**src/sv/htfd_pkg.sv**
```systemverilog
// Shared types, constants and the CRC-8 helper for the humidity/temperature frame decoder.
package htfd_pkg;

    // Channel widths.
    localparam int BYTE_W     = 8;
    localparam int IN_USER_W  = 2;
    localparam int OUT_DATA_W = 64;
    localparam int OUT_USER_W = 4;

    // Result field widths.
    localparam int WORD_W     = 16;
    localparam int TEMP_W     = 15;
    localparam int HUM_W      = 14;
    localparam int SERIAL_W   = 32;
    localparam int STATUS_W   = 2;

    // CRC-8 with polynomial 0x31, seeded with 0xFF, MSB first.
    localparam logic [BYTE_W-1:0] CRC_POLY = 8'h31;
    localparam logic [BYTE_W-1:0] CRC_INIT = 8'hFF;

    // Result status codes.
    typedef enum logic [STATUS_W-1:0] {
        STATUS_OK   = 2'd0,
        STATUS_CRC  = 2'd1,
        STATUS_XFER = 2'd2
    } status_t;

    // Position of the next byte inside the six-byte frame.
    typedef enum logic [2:0] {
        POS_W0_HI  = 3'd0,
        POS_W0_LO  = 3'd1,
        POS_W0_CRC = 3'd2,
        POS_W1_HI  = 3'd3,
        POS_W1_LO  = 3'd4,
        POS_W1_CRC = 3'd5
    } byte_pos_t;

    // Runs one byte through the CRC-8, one bit per step.
    function automatic logic [BYTE_W-1:0] crc8_update(input logic [BYTE_W-1:0] crc,
                                                      input logic [BYTE_W-1:0] data);
        logic [BYTE_W-1:0] c;
        c = crc ^ data;
        for (int k = 0; k < BYTE_W; k++) begin
            if (c[BYTE_W-1]) begin
                c = {c[BYTE_W-2:0], 1'b0} ^ CRC_POLY;
            end
            else begin
                c = {c[BYTE_W-2:0], 1'b0};
            end
        end
        return c;
    endfunction

endpackage

```
**src/sv/htfd_scale.sv**
```systemverilog
// Scales the raw temperature and humidity words to centi-units.
module htfd_scale (
    input  logic [htfd_pkg::WORD_W-1:0]        temp_word,
    input  logic [htfd_pkg::WORD_W-1:0]        hum_word,
    output logic signed [htfd_pkg::TEMP_W-1:0] temperature,
    output logic [htfd_pkg::HUM_W-1:0]         humidity
);
    import htfd_pkg::*;

    localparam int PROD_W = 31;
    localparam int QUOT_W = 15;
    localparam int SUM_W  = 16;

    localparam logic [PROD_W-1:0]       TEMP_SCALE  = 31'd17500;
    localparam logic [PROD_W-1:0]       HUM_SCALE   = 31'd12500;
    localparam logic [QUOT_W+1:0]       FULL_SCALE  = 17'd65535;
    localparam logic signed [SUM_W-1:0] TEMP_OFFSET = -16'sd4500;
    localparam logic signed [SUM_W-1:0] HUM_OFFSET  = -16'sd600;
    localparam logic signed [SUM_W-1:0] HUM_MAX     = 16'sd10000;

    // Floor division by 65535: x = q*65536 + lo = q*65535 + (q + lo),
    // and q + lo stays below twice the divisor, so one correction is enough.
    function automatic logic [QUOT_W-1:0] div_full_scale(input logic [PROD_W-1:0] x);
        logic [QUOT_W-1:0] q0;
        logic [QUOT_W+1:0] rem;
        q0  = x[PROD_W-1:WORD_W];
        rem = {1'b0, x[WORD_W-1:0]} + {2'b00, q0};
        return (rem >= FULL_SCALE) ? q0 + QUOT_W'(1) : q0;
    endfunction

    logic [PROD_W-1:0]       temp_prod;
    logic [PROD_W-1:0]       hum_prod;
    logic [QUOT_W-1:0]       temp_quot;
    logic [QUOT_W-1:0]       hum_quot;
    logic signed [SUM_W-1:0] temp_sum;
    logic signed [SUM_W-1:0] hum_sum;

    // Products by the scale constants, then the reciprocal division.
    assign temp_prod = {{(PROD_W-WORD_W){1'b0}}, temp_word} * TEMP_SCALE;
    assign hum_prod  = {{(PROD_W-WORD_W){1'b0}}, hum_word} * HUM_SCALE;
    assign temp_quot = div_full_scale(temp_prod);
    assign hum_quot  = div_full_scale(hum_prod);

    // Offsets; the temperature always fits, the humidity is clamped.
    assign temp_sum    = $signed({1'b0, temp_quot}) + TEMP_OFFSET;
    assign hum_sum     = $signed({1'b0, hum_quot}) + HUM_OFFSET;
    assign temperature = temp_sum[TEMP_W-1:0];

    always_comb
    begin
        priority if (hum_sum < 0) begin
            humidity = '0;
        end
        else if (hum_sum > HUM_MAX) begin
            humidity = HUM_MAX[HUM_W-1:0];
        end
        else begin
            humidity = hum_sum[HUM_W-1:0];
        end
    end

endmodule

```
**src/sv/humidity_temp_frame_decoder.sv**
```systemverilog
// Top level of the humidity/temperature sensor frame decoder.
// The block takes one frame byte per transfer and sustains one byte per clock cycle while no
// result waiting at the output stalls it: each byte is registered at the input, passes once
// through the CRC, word assembly and scaling logic, and its result, if any, is loaded into the
// output register when the byte leaves the input register.
// A result waiting at the output stalls only a registered byte that would give another result.
// Only the sixth byte of a frame and a byte marked as a failed transfer give a result; bytes
// zero to four only update the frame state. frame_start restarts the frame at the byte it
// marks. cfg_wdata selects measurement (0) or serial-number (1) decoding and must be written
// only while the block is idle, which it does not enforce. There is no clearing pass after reset.
module humidity_temp_frame_decoder (
    input  logic                            clk,
    input  logic                            rst_n,
    input  logic                            cfg_we,
    input  logic                            cfg_wdata,
    input  logic                            s_axis_tvalid,
    output logic                            s_axis_tready,
    // [7:0] data_byte
    input  logic [htfd_pkg::BYTE_W-1:0]     s_axis_tdata,
    // [0] frame_start, [1] transfer_failed
    input  logic [htfd_pkg::IN_USER_W-1:0]  s_axis_tuser,
    output logic                            m_axis_tvalid,
    input  logic                            m_axis_tready,
    // [14:0] temperature, [28:15] humidity, [60:29] serial,
    // [63:61] zero
    output logic [htfd_pkg::OUT_DATA_W-1:0] m_axis_tdata,
    // [1:0] status, [2] reading ok, [3] from_hold
    output logic [htfd_pkg::OUT_USER_W-1:0] m_axis_tuser
);
    import htfd_pkg::*;

    // Configuration.
    logic frame_kind_reg;

    // Input register.
    logic              in_valid_reg, in_valid_next;
    logic [BYTE_W-1:0] in_byte_reg;
    logic              in_start_reg;
    logic              in_failed_reg;

    // Frame state.
    byte_pos_t         pos_reg, pos_next;
    logic [BYTE_W-1:0] crc_reg, crc_next;
    logic [WORD_W-1:0] first_word_reg, first_word_next;
    logic              first_word_ok_reg, first_word_ok_next;
    logic [WORD_W-1:0] second_word_reg, second_word_next;

    // Held reading.
    logic signed [TEMP_W-1:0] held_temp_reg, held_temp_next;
    logic [HUM_W-1:0]         held_hum_reg, held_hum_next;
    logic                     held_valid_reg, held_valid_next;

    // Output register.
    logic                     out_valid_reg, out_valid_next;
    logic signed [TEMP_W-1:0] out_temp_reg;
    logic [HUM_W-1:0]         out_hum_reg;
    logic [SERIAL_W-1:0]      out_serial_reg;
    status_t                  out_status_reg;
    logic                     out_rvalid_reg;
    logic                     out_hold_reg;

    // Datapath signals.
    logic                     s_accept;
    logic                     produce;
    logic                     advance;
    logic                     restart;
    byte_pos_t                pos_eff;
    logic [BYTE_W-1:0]        crc_eff;
    logic                     frame_ok;
    logic signed [TEMP_W-1:0] scaled_temp;
    logic [HUM_W-1:0]         scaled_hum;
    logic signed [TEMP_W-1:0] res_temp;
    logic [HUM_W-1:0]         res_hum;
    logic [SERIAL_W-1:0]      res_serial;
    status_t                  res_status;
    logic                     res_rvalid;
    logic                     res_hold;

    // Conversion of the assembled words.
    htfd_scale u_scale (
        .temp_word   (first_word_reg),
        .hum_word    (second_word_reg),
        .temperature (scaled_temp),
        .humidity    (scaled_hum)
    );

    // Handshake: the registered byte moves on when its result has room.
    assign produce       = in_failed_reg || (pos_eff == POS_W1_CRC);
    assign advance       = in_valid_reg && (!produce || !out_valid_reg || m_axis_tready);
    assign s_axis_tready = !in_valid_reg || advance;
    assign s_accept      = s_axis_tvalid && s_axis_tready;

    always_comb
    begin
        if (s_accept) begin
            in_valid_next = 1'b1;
        end
        else if (advance) begin
            in_valid_next = 1'b0;
        end
        else begin
            in_valid_next = in_valid_reg;
        end
    end

    // A frame start or an out-of-range position restarts the frame.
    assign restart  = in_start_reg || (pos_reg > POS_W1_CRC);
    assign pos_eff  = restart ? POS_W0_HI : pos_reg;
    assign crc_eff  = restart ? CRC_INIT : crc_reg;
    assign frame_ok = first_word_ok_reg && (crc_eff == in_byte_reg);

    // Next byte position.
    always_comb
    begin
        pos_next = pos_reg;
        if (advance) begin
            if (in_failed_reg) begin
                pos_next = POS_W0_HI;
            end
            else begin
                unique case (pos_eff)
                    POS_W0_HI:  pos_next = POS_W0_LO;
                    POS_W0_LO:  pos_next = POS_W0_CRC;
                    POS_W0_CRC: pos_next = POS_W1_HI;
                    POS_W1_HI:  pos_next = POS_W1_LO;
                    POS_W1_LO:  pos_next = POS_W1_CRC;
                    POS_W1_CRC: pos_next = POS_W0_HI;
                    default:    pos_next = POS_W0_HI;
                endcase
            end
        end
    end

    // CRC and word assembly.
    always_comb
    begin
        crc_next           = crc_reg;
        first_word_next    = first_word_reg;
        first_word_ok_next = first_word_ok_reg;
        second_word_next   = second_word_reg;
        if (advance) begin
            if (in_failed_reg) begin
                crc_next = CRC_INIT;
            end
            else begin
                unique case (pos_eff)
                    POS_W0_HI:
                    begin
                        crc_next        = crc8_update(CRC_INIT, in_byte_reg);
                        first_word_next = {in_byte_reg, first_word_reg[BYTE_W-1:0]};
                    end
                    POS_W0_LO:
                    begin
                        crc_next        = crc8_update(crc_eff, in_byte_reg);
                        first_word_next = {first_word_reg[WORD_W-1:BYTE_W], in_byte_reg};
                    end
                    POS_W0_CRC:
                    begin
                        first_word_ok_next = (crc_eff == in_byte_reg);
                        crc_next           = CRC_INIT;
                    end
                    POS_W1_HI:
                    begin
                        crc_next         = crc8_update(crc_eff, in_byte_reg);
                        second_word_next = {in_byte_reg, second_word_reg[BYTE_W-1:0]};
                    end
                    POS_W1_LO:
                    begin
                        crc_next         = crc8_update(crc_eff, in_byte_reg);
                        second_word_next = {second_word_reg[WORD_W-1:BYTE_W], in_byte_reg};
                    end
                    default:
                    begin
                        crc_next = CRC_INIT;
                    end
                endcase
            end
        end
    end

    // Result selection and update of the held reading.
    always_comb
    begin
        held_temp_next  = held_temp_reg;
        held_hum_next   = held_hum_reg;
        held_valid_next = held_valid_reg;
        res_serial      = '0;
        res_status      = STATUS_XFER;
        res_temp        = held_valid_reg ? held_temp_reg : '0;
        res_hum         = held_valid_reg ? held_hum_reg : '0;
        res_rvalid      = held_valid_reg;
        res_hold        = held_valid_reg;
        priority if (in_failed_reg) begin
            res_status = STATUS_XFER;
        end
        else if (!frame_ok) begin
            res_status = STATUS_CRC;
        end
        else if (frame_kind_reg) begin
            res_status = STATUS_OK;
            res_serial = {first_word_reg, second_word_reg};
            res_temp   = '0;
            res_hum    = '0;
            res_rvalid = 1'b0;
            res_hold   = 1'b0;
        end
        else begin
            res_status = STATUS_OK;
            res_temp   = scaled_temp;
            res_hum    = scaled_hum;
            res_rvalid = 1'b1;
            res_hold   = 1'b0;
            // Only the closing byte of a good frame updates the held reading.
            if (advance && produce) begin
                held_temp_next  = scaled_temp;
                held_hum_next   = scaled_hum;
                held_valid_next = 1'b1;
            end
        end
    end

    // Output valid: set by a new result, cleared by its transfer.
    always_comb
    begin
        if (advance && produce) begin
            out_valid_next = 1'b1;
        end
        else if (m_axis_tready) begin
            out_valid_next = 1'b0;
        end
        else begin
            out_valid_next = out_valid_reg;
        end
    end

    // Control and state registers.
    always_ff @(posedge clk or negedge rst_n)
    begin
        if (!rst_n) begin
            frame_kind_reg    <= 1'b0;
            in_valid_reg      <= 1'b0;
            pos_reg           <= POS_W0_HI;
            crc_reg           <= CRC_INIT;
            first_word_reg    <= '0;
            first_word_ok_reg <= 1'b0;
            second_word_reg   <= '0;
            held_temp_reg     <= '0;
            held_hum_reg      <= '0;
            held_valid_reg    <= 1'b0;
            out_valid_reg     <= 1'b0;
        end
        else begin
            if (cfg_we) begin
                frame_kind_reg <= cfg_wdata;
            end
            in_valid_reg      <= in_valid_next;
            pos_reg           <= pos_next;
            crc_reg           <= crc_next;
            first_word_reg    <= first_word_next;
            first_word_ok_reg <= first_word_ok_next;
            second_word_reg   <= second_word_next;
            held_temp_reg     <= held_temp_next;
            held_hum_reg      <= held_hum_next;
            held_valid_reg    <= held_valid_next;
            out_valid_reg     <= out_valid_next;
        end
    end

    // Input payload register.
    always_ff @(posedge clk)
    begin
        if (s_accept) begin
            in_byte_reg   <= s_axis_tdata;
            in_start_reg  <= s_axis_tuser[0];
            in_failed_reg <= s_axis_tuser[1];
        end
    end

    // Output payload register.
    always_ff @(posedge clk)
    begin
        if (advance && produce) begin
            out_temp_reg   <= res_temp;
            out_hum_reg    <= res_hum;
            out_serial_reg <= res_serial;
            out_status_reg <= res_status;
            out_rvalid_reg <= res_rvalid;
            out_hold_reg   <= res_hold;
        end
    end

    assign m_axis_tvalid = out_valid_reg;
    assign m_axis_tdata  = {{(OUT_DATA_W-TEMP_W-HUM_W-SERIAL_W){1'b0}},
                            out_serial_reg, out_hum_reg, out_temp_reg};
    assign m_axis_tuser  = {out_hold_reg, out_rvalid_reg, out_status_reg};

`ifndef SYNTHESIS
    // Once a good measurement is held, it stays available.
    a_held_sticky: assert property (@(posedge clk) disable iff (!rst_n)
        held_valid_reg |=> held_valid_reg)
        else $error("held reading was lost");

    // A repeated reading only comes with an error status and a valid reading.
    a_hold_on_error: assert property (@(posedge clk) disable iff (!rst_n)
        (out_valid_reg && out_hold_reg) |->
        (out_rvalid_reg && (out_status_reg != STATUS_OK)))
        else $error("held reading reported without an error");

    // A failed transfer leaving the input register gives a transfer-failed result.
    a_xfer_result: assert property (@(posedge clk) disable iff (!rst_n)
        (advance && in_failed_reg) |=>
        (out_valid_reg && (out_status_reg == STATUS_XFER)))
        else $error("failed transfer did not give a transfer-failed result");
`endif

endmodule

```
**config.mk**
```make
export PLATFORM = sky130hd
export DESIGN_NAME = humidity_temp_frame_decoder
export DESIGN_NICKNAME = d
export VERILOG_FILES = /design/src/sv/htfd_pkg.sv /design/src/sv/htfd_scale.sv /design/src/sv/humidity_temp_frame_decoder.sv
export SDC_FILE = /design/constraint.sdc
export NUM_CORES = 1
export LEC_CHECK = 0
export BUFFER_PORTS_ARGS = -buffer_cell sky130_fd_sc_hd__buf_2
export CAP_MARGIN = 40
export CORE_MARGIN = 1
export CORE_UTILIZATION = 45
export CTS_CLUSTER_DIAMETER = 120
export DETAILED_ROUTE_END_ITERATION = 10
export HOLD_SLACK_MARGIN = 0.15
export PLACE_DENSITY = 0.64
export SLEW_MARGIN = 30
export SYNTH_ARGS = -nofsm -noshare
export SYNTH_HDL_FRONTEND = slang
export SYNTH_SLANG_ARGS = --single-unit
```
**constraint.sdc**
```tcl
create_clock -name clk -period 12.4 [get_ports clk]
set_input_delay 1.24 -clock clk [delete_from_list [all_inputs] [get_ports clk]]
set_output_delay 1.24 -clock clk [all_outputs]
set_load 0.02 [all_outputs]
```
==> flow_summary.ini, run 1 <==
[floorplanning]
start_util = 0.462
ios = 86
rows = 69
die_w_um = 194
die_area_um2 = 37600
fp.dieH_um = 194
core_um2 = 35900

[routing]
wl_per_cell_um = 17.9
detail-route-antenna-nets = 0
remaining_drc_errors = 0
dr_total_vias = 13000
wl_mm = 41.1
drtIter0Drc = 807
vias_per_cell = 5.68
detailedRoute.firstPassIterationCount = 6

[synthesis]
synth_area_leader_cell = ha_1
synth_compound_area_frac = 0.171
synth_flop_cell = edfxtp_1
synth_cell_type_count = 85
syn-instance-count = 1766
synthTopCellsByCount = inv_1 (239), ha_1 (237), nand2_1 (135)
synthArstFlopShare = 0.507
avgSynthCellArea_um2 = 9.39
syn_area_um2 = 16600
ys_top_cells_by_area = ha_1 (18%), edfxtp_1 (14%), dfrtp_1 (10%), fa_1 (10%), inv_1 (5.4%)
synth_xor_xnor_area_share = 0.0768
synth-simple-area-share = 0.122
synth_edf_count = 75
ys_seq_area_frac = 0.253
synth.most_common_cell = inv_1
post_synth_mux_area_share = 0.0252
synth_top_cell_area_share = 0.179
synth_top_family_by_area = adder cells
synthAdderAreaFrac = 0.279
ys_ff_latch = 152
yosys_warnings = 0

[setup_path]
regToRegEndpoint = out_hum_reg[1]
critPathBufInv = 4
cp_slowest_cell = xor2_1
cp-start-kind = register
crit_path_frequent_cell = ha_1
cp_max_fo = 9
cp_top_family = compound AO/OA/AOI/OAI gates
rr_worst_depth = 36
cp_data_required_time_ns = 12.64
slowest_delay_ns = 0.55
critPathKind = reg2reg
rrSetupSlack_ns = 1.56
reg2reg_from = second_word_reg[1]
arrival_ns = 11.08
crit_path_end_kind = register

[sta]
clock.fmax_mhz = 92.3
min_period_over_period = 0.874
max_slew_margin = 0.380
fin_skew_ns = 0.0185
timing.setup.tns_ns = 0
setup_violations = 0
layout_setup_ws_ns = 1.56
slew_viol_final = 0
whs_ns = 0.468
worst_pin_slew_ns = 0.927
rsz0062_at_grt = no
hold_viol_final = 0
min_period_ns = 10.84

[grt]
grtUsageMet3 = 0.0400
met1_usage = 0.310
grt_pass1_vias = 12700
busiest_layer = met2
track_usage = 0.223
grt.overflow.total = 0
use_met2 = 0.361
grt_pass1_wl_mm = 67.2
antenna_found_initial = 0
grt_max_degree = 62

[layout]
multi_input_comb_area_um2 = 11200
final_core_util = 0.503
drive_above_1_share = 0.112
n_fill_cell = 3368
area_delta_synth_final_pct = 8.93
nets = 2156
seq_area_um2 = 4190
largest_reg_flops = 32
n_antenna_cell = 0

[clocking]
post-cts-setup-buffers = 0
h-tree-depth = 4
cts_root_buf = clkbuf_16
cts_tree = done
cts_buffers = 17
cts.repair.resized = 0
numClockSinks = 152
clk_pin_slew_ns = 0.07
hold_buffers = 0
clock_latency_ns = 0.46
clockBufferDepth = 2

[placed_design]
place.detailed.hpwl_mm = 32.5
place_congestion = 0.955
dp_slack_ns = 1.75
port_buffers = 82

[hold_path]
hold_class = reg2reg
worstHoldStart = held_valid_reg
hold-path-endpoint = held_valid_reg
hold-path-cell-count = 1

[flow_run]
cap_violations = 0

[run_status]
status = finished, final reports clean
how the worst max path moves through the flow:
| stage | slack, ns | start | cells past startpoint | end |
|---|---|---|---|---|
| 6_report | 1.56 | second_word_reg[1] | 36 | out_hum_reg[1] |
| 5_1_grt | 0.93 | second_word_reg[1] | 36 | out_hum_reg[2] |
| 4_1_cts | 1.68 | second_word_reg[1] | 37 | out_hum_reg[1] |
| 3_5_place_dp | 1.75 | second_word_reg[1] | 37 | out_hum_reg[1] |
| 3_3_place_gp | 1.71 | second_word_reg[1] | 36 | held_hum_reg[11] |
| 2_1_floorplan | 3.28 | second_word_reg[6] | 40 | out_hum_reg[1] |
metal layers:
layer	wire, um	up-vias
met2	19000	333
met4	541	0
met3	2030	39
li1	-	6359
met1	19600	6305
met5	0	-
layout by cell type, fill, tap and decap left out, drive strengths merged, types with 64 or more instances in the layout:
master  synthesis  final
a21oi          79     79
buf            22     99
dfrtp          69     69
edfxtp         75     75
fa             83     83
ha            237    237
inv           239    242
nand2         135    135
nor2           64     64
o21ai          72     72
xnor2          95     95
final cells by class:
class                           count  area share
Clock buffer                       18      0.0238
Clock inverter                     14     0.00949
Inverter                          240      0.0499
Multi-Input combinational cell   1307       0.620
Sequential cell                   152       0.232
Tap cell                          461      0.0319
Timing Repair Buffer              102      0.0326
kinds of logic (layout without fill, tap and decap cells):
| family | count (synthesis) | count (layout) |
|---|---|---|
| XOR/XNOR | 141 | 141 |
| buffers and inverters | 309 | 374 |
| multiplexers | 38 | 38 |
| flip-flops | 152 | 152 |
| AO/OA/AOI/OAI | 397 | 397 |
| other | 1 | 3 |
| AND/OR/NAND/NOR | 408 | 408 |
| adder cells (fa/ha/maj) | 320 | 320 |
through the flow:
stage | cell area [um^2] | std cells
floorplan | 16600 | 1768
global placement | 17300 | 2251
detailed placement | 17400 | 2257
CTS | 18000 | 2289
global route | 18100 | 2294
finish | 18100 | 2294
Power of run 1 is left out: the tool's default activity adds up to more than one toggle a clock period on the data nets, which glitch-free logic cannot reach.
==> run 2: changes to the inputs <==
--- a/config.mk
+++ b/config.mk
@@ -5,15 +5,17 @@
 export SDC_FILE = /design/constraint.sdc
 export NUM_CORES = 1
 export LEC_CHECK = 0
+export ABC_AREA = 1
 export BUFFER_PORTS_ARGS = -buffer_cell sky130_fd_sc_hd__buf_2
 export CAP_MARGIN = 40
 export CORE_MARGIN = 1
-export CORE_UTILIZATION = 45
+export CORE_UTILIZATION = 60
 export CTS_CLUSTER_DIAMETER = 120
 export DETAILED_ROUTE_END_ITERATION = 10
 export HOLD_SLACK_MARGIN = 0.15
-export PLACE_DENSITY = 0.64
+export PLACE_DENSITY = 0.8
 export SLEW_MARGIN = 30
 export SYNTH_ARGS = -nofsm -noshare
 export SYNTH_HDL_FRONTEND = slang
+export SYNTH_HIERARCHICAL = 1
 export SYNTH_SLANG_ARGS = --single-unit
==> run 2 against run 1 <==
  * Flip-flop and latch count is the same
  * Die area decreased by 24%
  * Final cell count grew 11%
  * Global-route usage increased by 6.2 points
  * Clock skew shrank 0.0021 ns
  * Via count grew 8.4%
  * First-iteration DRC count grew 49%
  * Hold slack better by 0.0038 ns
  * Maximum frequency grew 16%
  * Synthesized area up 0.79%
  * Critical path depth up 10
==> flow_summary.ini, run 2 <==
[clocking]
cts.repair.resized = 0
cts_root_buf = clkbuf_16
h-tree-depth = 4
clock_latency_ns = 0.44
hold_buffers = 0
numClockSinks = 152
clk_pin_slew_ns = 0.07
cts_tree = done
post-cts-setup-buffers = 0
cts_buffers = 17
clockBufferDepth = 2

[layout]
largest_reg_flops = 32
final_cell_mix = nand2_1 (436), inv_1 (403), ha_1 (239)
drive_above_1_share = 0.110
seq_area_um2 = 4190
final_common_cell = nand2_1
n_antenna_cell = 0
multi_input_comb_area_um2 = 10700
finalInstanceArea_um2 = 18000
n_fill_cell = 2188
area_delta_synth_final_pct = 8.04
nets = 2507

[setup_path]
rrSetupSlack_ns = 3.07
cp-start-kind = register
regToRegEndpoint = out_temp_reg[14]
crit_path_frequent_cell = nand2_1
cp_max_fo = 28
rr_worst_depth = 46
arrival_ns = 9.63
crit_path_end_kind = register
cp_data_required_time_ns = 12.70
critPathKind = reg2reg
reg2reg_from = first_word_reg[8]
slowest_delay_ns = 0.60
cp_slowest_cell = nand2_1

[sta]
min_period_ns = 9.33
setup_violations = 0
worst_pin_slew_ns = 0.805
fin_skew_ns = 0.0164
clock.fmax_mhz = 107
max_slew_margin = 0.463
rsz0062_at_grt = no
hold_viol_final = 0
slew_viol_final = 0
min_period_over_period = 0.752
timing.setup.tns_ns = 0

[placed_design]
port_buffers = 82
place.detailed.hpwl_mm = 30.6
place_congestion = 0.957
placed_area_um2 = 17400

[routing]
highest_layer = met4
wl_per_cell_um = 15.5
wl_met1_mm = 17.6
wl_mm = 39.5
drtIter0Drc = 1202
wl_met3_mm = 2.30
routed-wl-met2_mm = 19.0
detailedRoute.firstPassIterationCount = 5
dr_total_vias = 14100
vias_per_cell = 5.53
detail-route-antenna-nets = 0
remaining_drc_errors = 0

[synthesis]
synth_cell_type_count = 61
ys_ff_latch = 152
syn_area_um2 = 16700
syn-instance-count = 2107
yosys_warnings = 6
avgSynthCellArea_um2 = 7.93
synth_flop_cell = edfxtp_1
synth_top_cell_area_share = 0.179
ys_top_cells_by_area = ha_1 (18%), edfxtp_1 (13%), dfrtp_1 (10%), fa_1 (9.9%), nand2_1 (9.8%)
synthArstFlopShare = 0.507
synth_area_leader_cell = ha_1
synth_edf_count = 75
ys_seq_area_frac = 0.251
synthTopCellsByCount = nand2_1 (437), inv_1 (404), ha_1 (239)
synth.most_common_cell = nand2_1

[run_status]
status = finished, final reports clean

[hold_path]
hold_class = reg2reg
hold-path-endpoint = held_hum_reg[1]
hold-path-cell-count = 2
worstHoldStart = held_hum_reg[1]

[floorplanning]
die_area_um2 = 28500
fp.dieH_um = 169
rows = 60
die_w_um = 169
start_util = 0.616
core_um2 = 27100
ios = 86

[grt]
antenna_found_initial = 0
track_usage = 0.285
grt_pass1_wl_mm = 65.2
grt.overflow.total = 0
grt_max_degree = 78
grt_pass1_vias = 13400

[flow_run]
cap_violations = 0
[run 2: cell types whose count changed after synthesis, sizes merged, moves of 19 or more]
cell / delta
o21a: -19
clkbuf: -28
inv: +175
nor3: -30
and3: -46
nand3: +117
a21o: -34
nor2: +70
xor2: +33
mux2: -30
xnor2: -71
nand2: +333
nand4: +66
[run 2: cell type report]
cell class              count  area share
multi-input cells        1495       0.594
clock buffers              17      0.0236
clock inverters            15      0.0107
repair buffers             88      0.0270
inverters                 415      0.0865
flip-flops and latches    152       0.232
well taps                 372      0.0258
[run 2: critical path: cells and delay by family, from the launching register on]
kind            cells  cell delay [ns]
buf+inv             5             0.26
xor+xnor            2             0.63
compound gates     11             1.72
simple gates       20             3.05
flops               1             0.47
fa+ha+maj           8             3.04
[run 2: kinds of logic after synthesis]
group,after synthesis,share of synthesized area
AND/OR/NAND/NOR,860,0.236
XOR/XNOR,103,0.0562
other,1,0.000224
buffers and inverters,462,0.108
flip-flops,152,0.251
AO/OA/AOI/OAI,207,0.0703
adder cells (fa/ha/maj),322,0.278
[run 2: per-layer routing]
| layer | vias to the layer above | track usage |
|---|---|---|
| met4 | 0 | 0.0739 |
| met3 | 46 | 0.0290 |
| met5 | - | 0 |
| met1 | 6640 | 0.384 |
| li1 | 6927 | - |
| met2 | 517 | 0.490 |
[run 2: how the worst max path moves through the flow]
stage,startpoint,slack (ns),to,cells past startpoint
CTS,first_word_reg[8],3.21,out_temp_reg[14],46
global placement,first_word_reg[8],3.52,out_temp_reg[14],45
finish,first_word_reg[8],3.07,out_temp_reg[14],46
floorplan,first_word_reg[8],4.45,out_temp_reg[14],45
detailed placement,first_word_reg[8],3.28,out_temp_reg[14],45
global route,first_word_reg[8],2.23,out_temp_reg[14],46
[run 2: stage by stage]
step | std cells | utilization | worst slack (ns) | hold WS, ns
after CTS | 2554 | 0.666 | 3.21 | 0.476
final | 2554 | 0.666 | 3.07 | 0.472
after global routing | 2554 | 0.666 | 2.23 | 0.485
after global placement | 2519 | 0.641 | 3.52 | 0.454
after floorplan | 2109 | - | 4.45 | 0.443
after detailed placement | 2522 | 0.643 | 3.28 | 0.459
Power of run 2 is left out for the same reason.
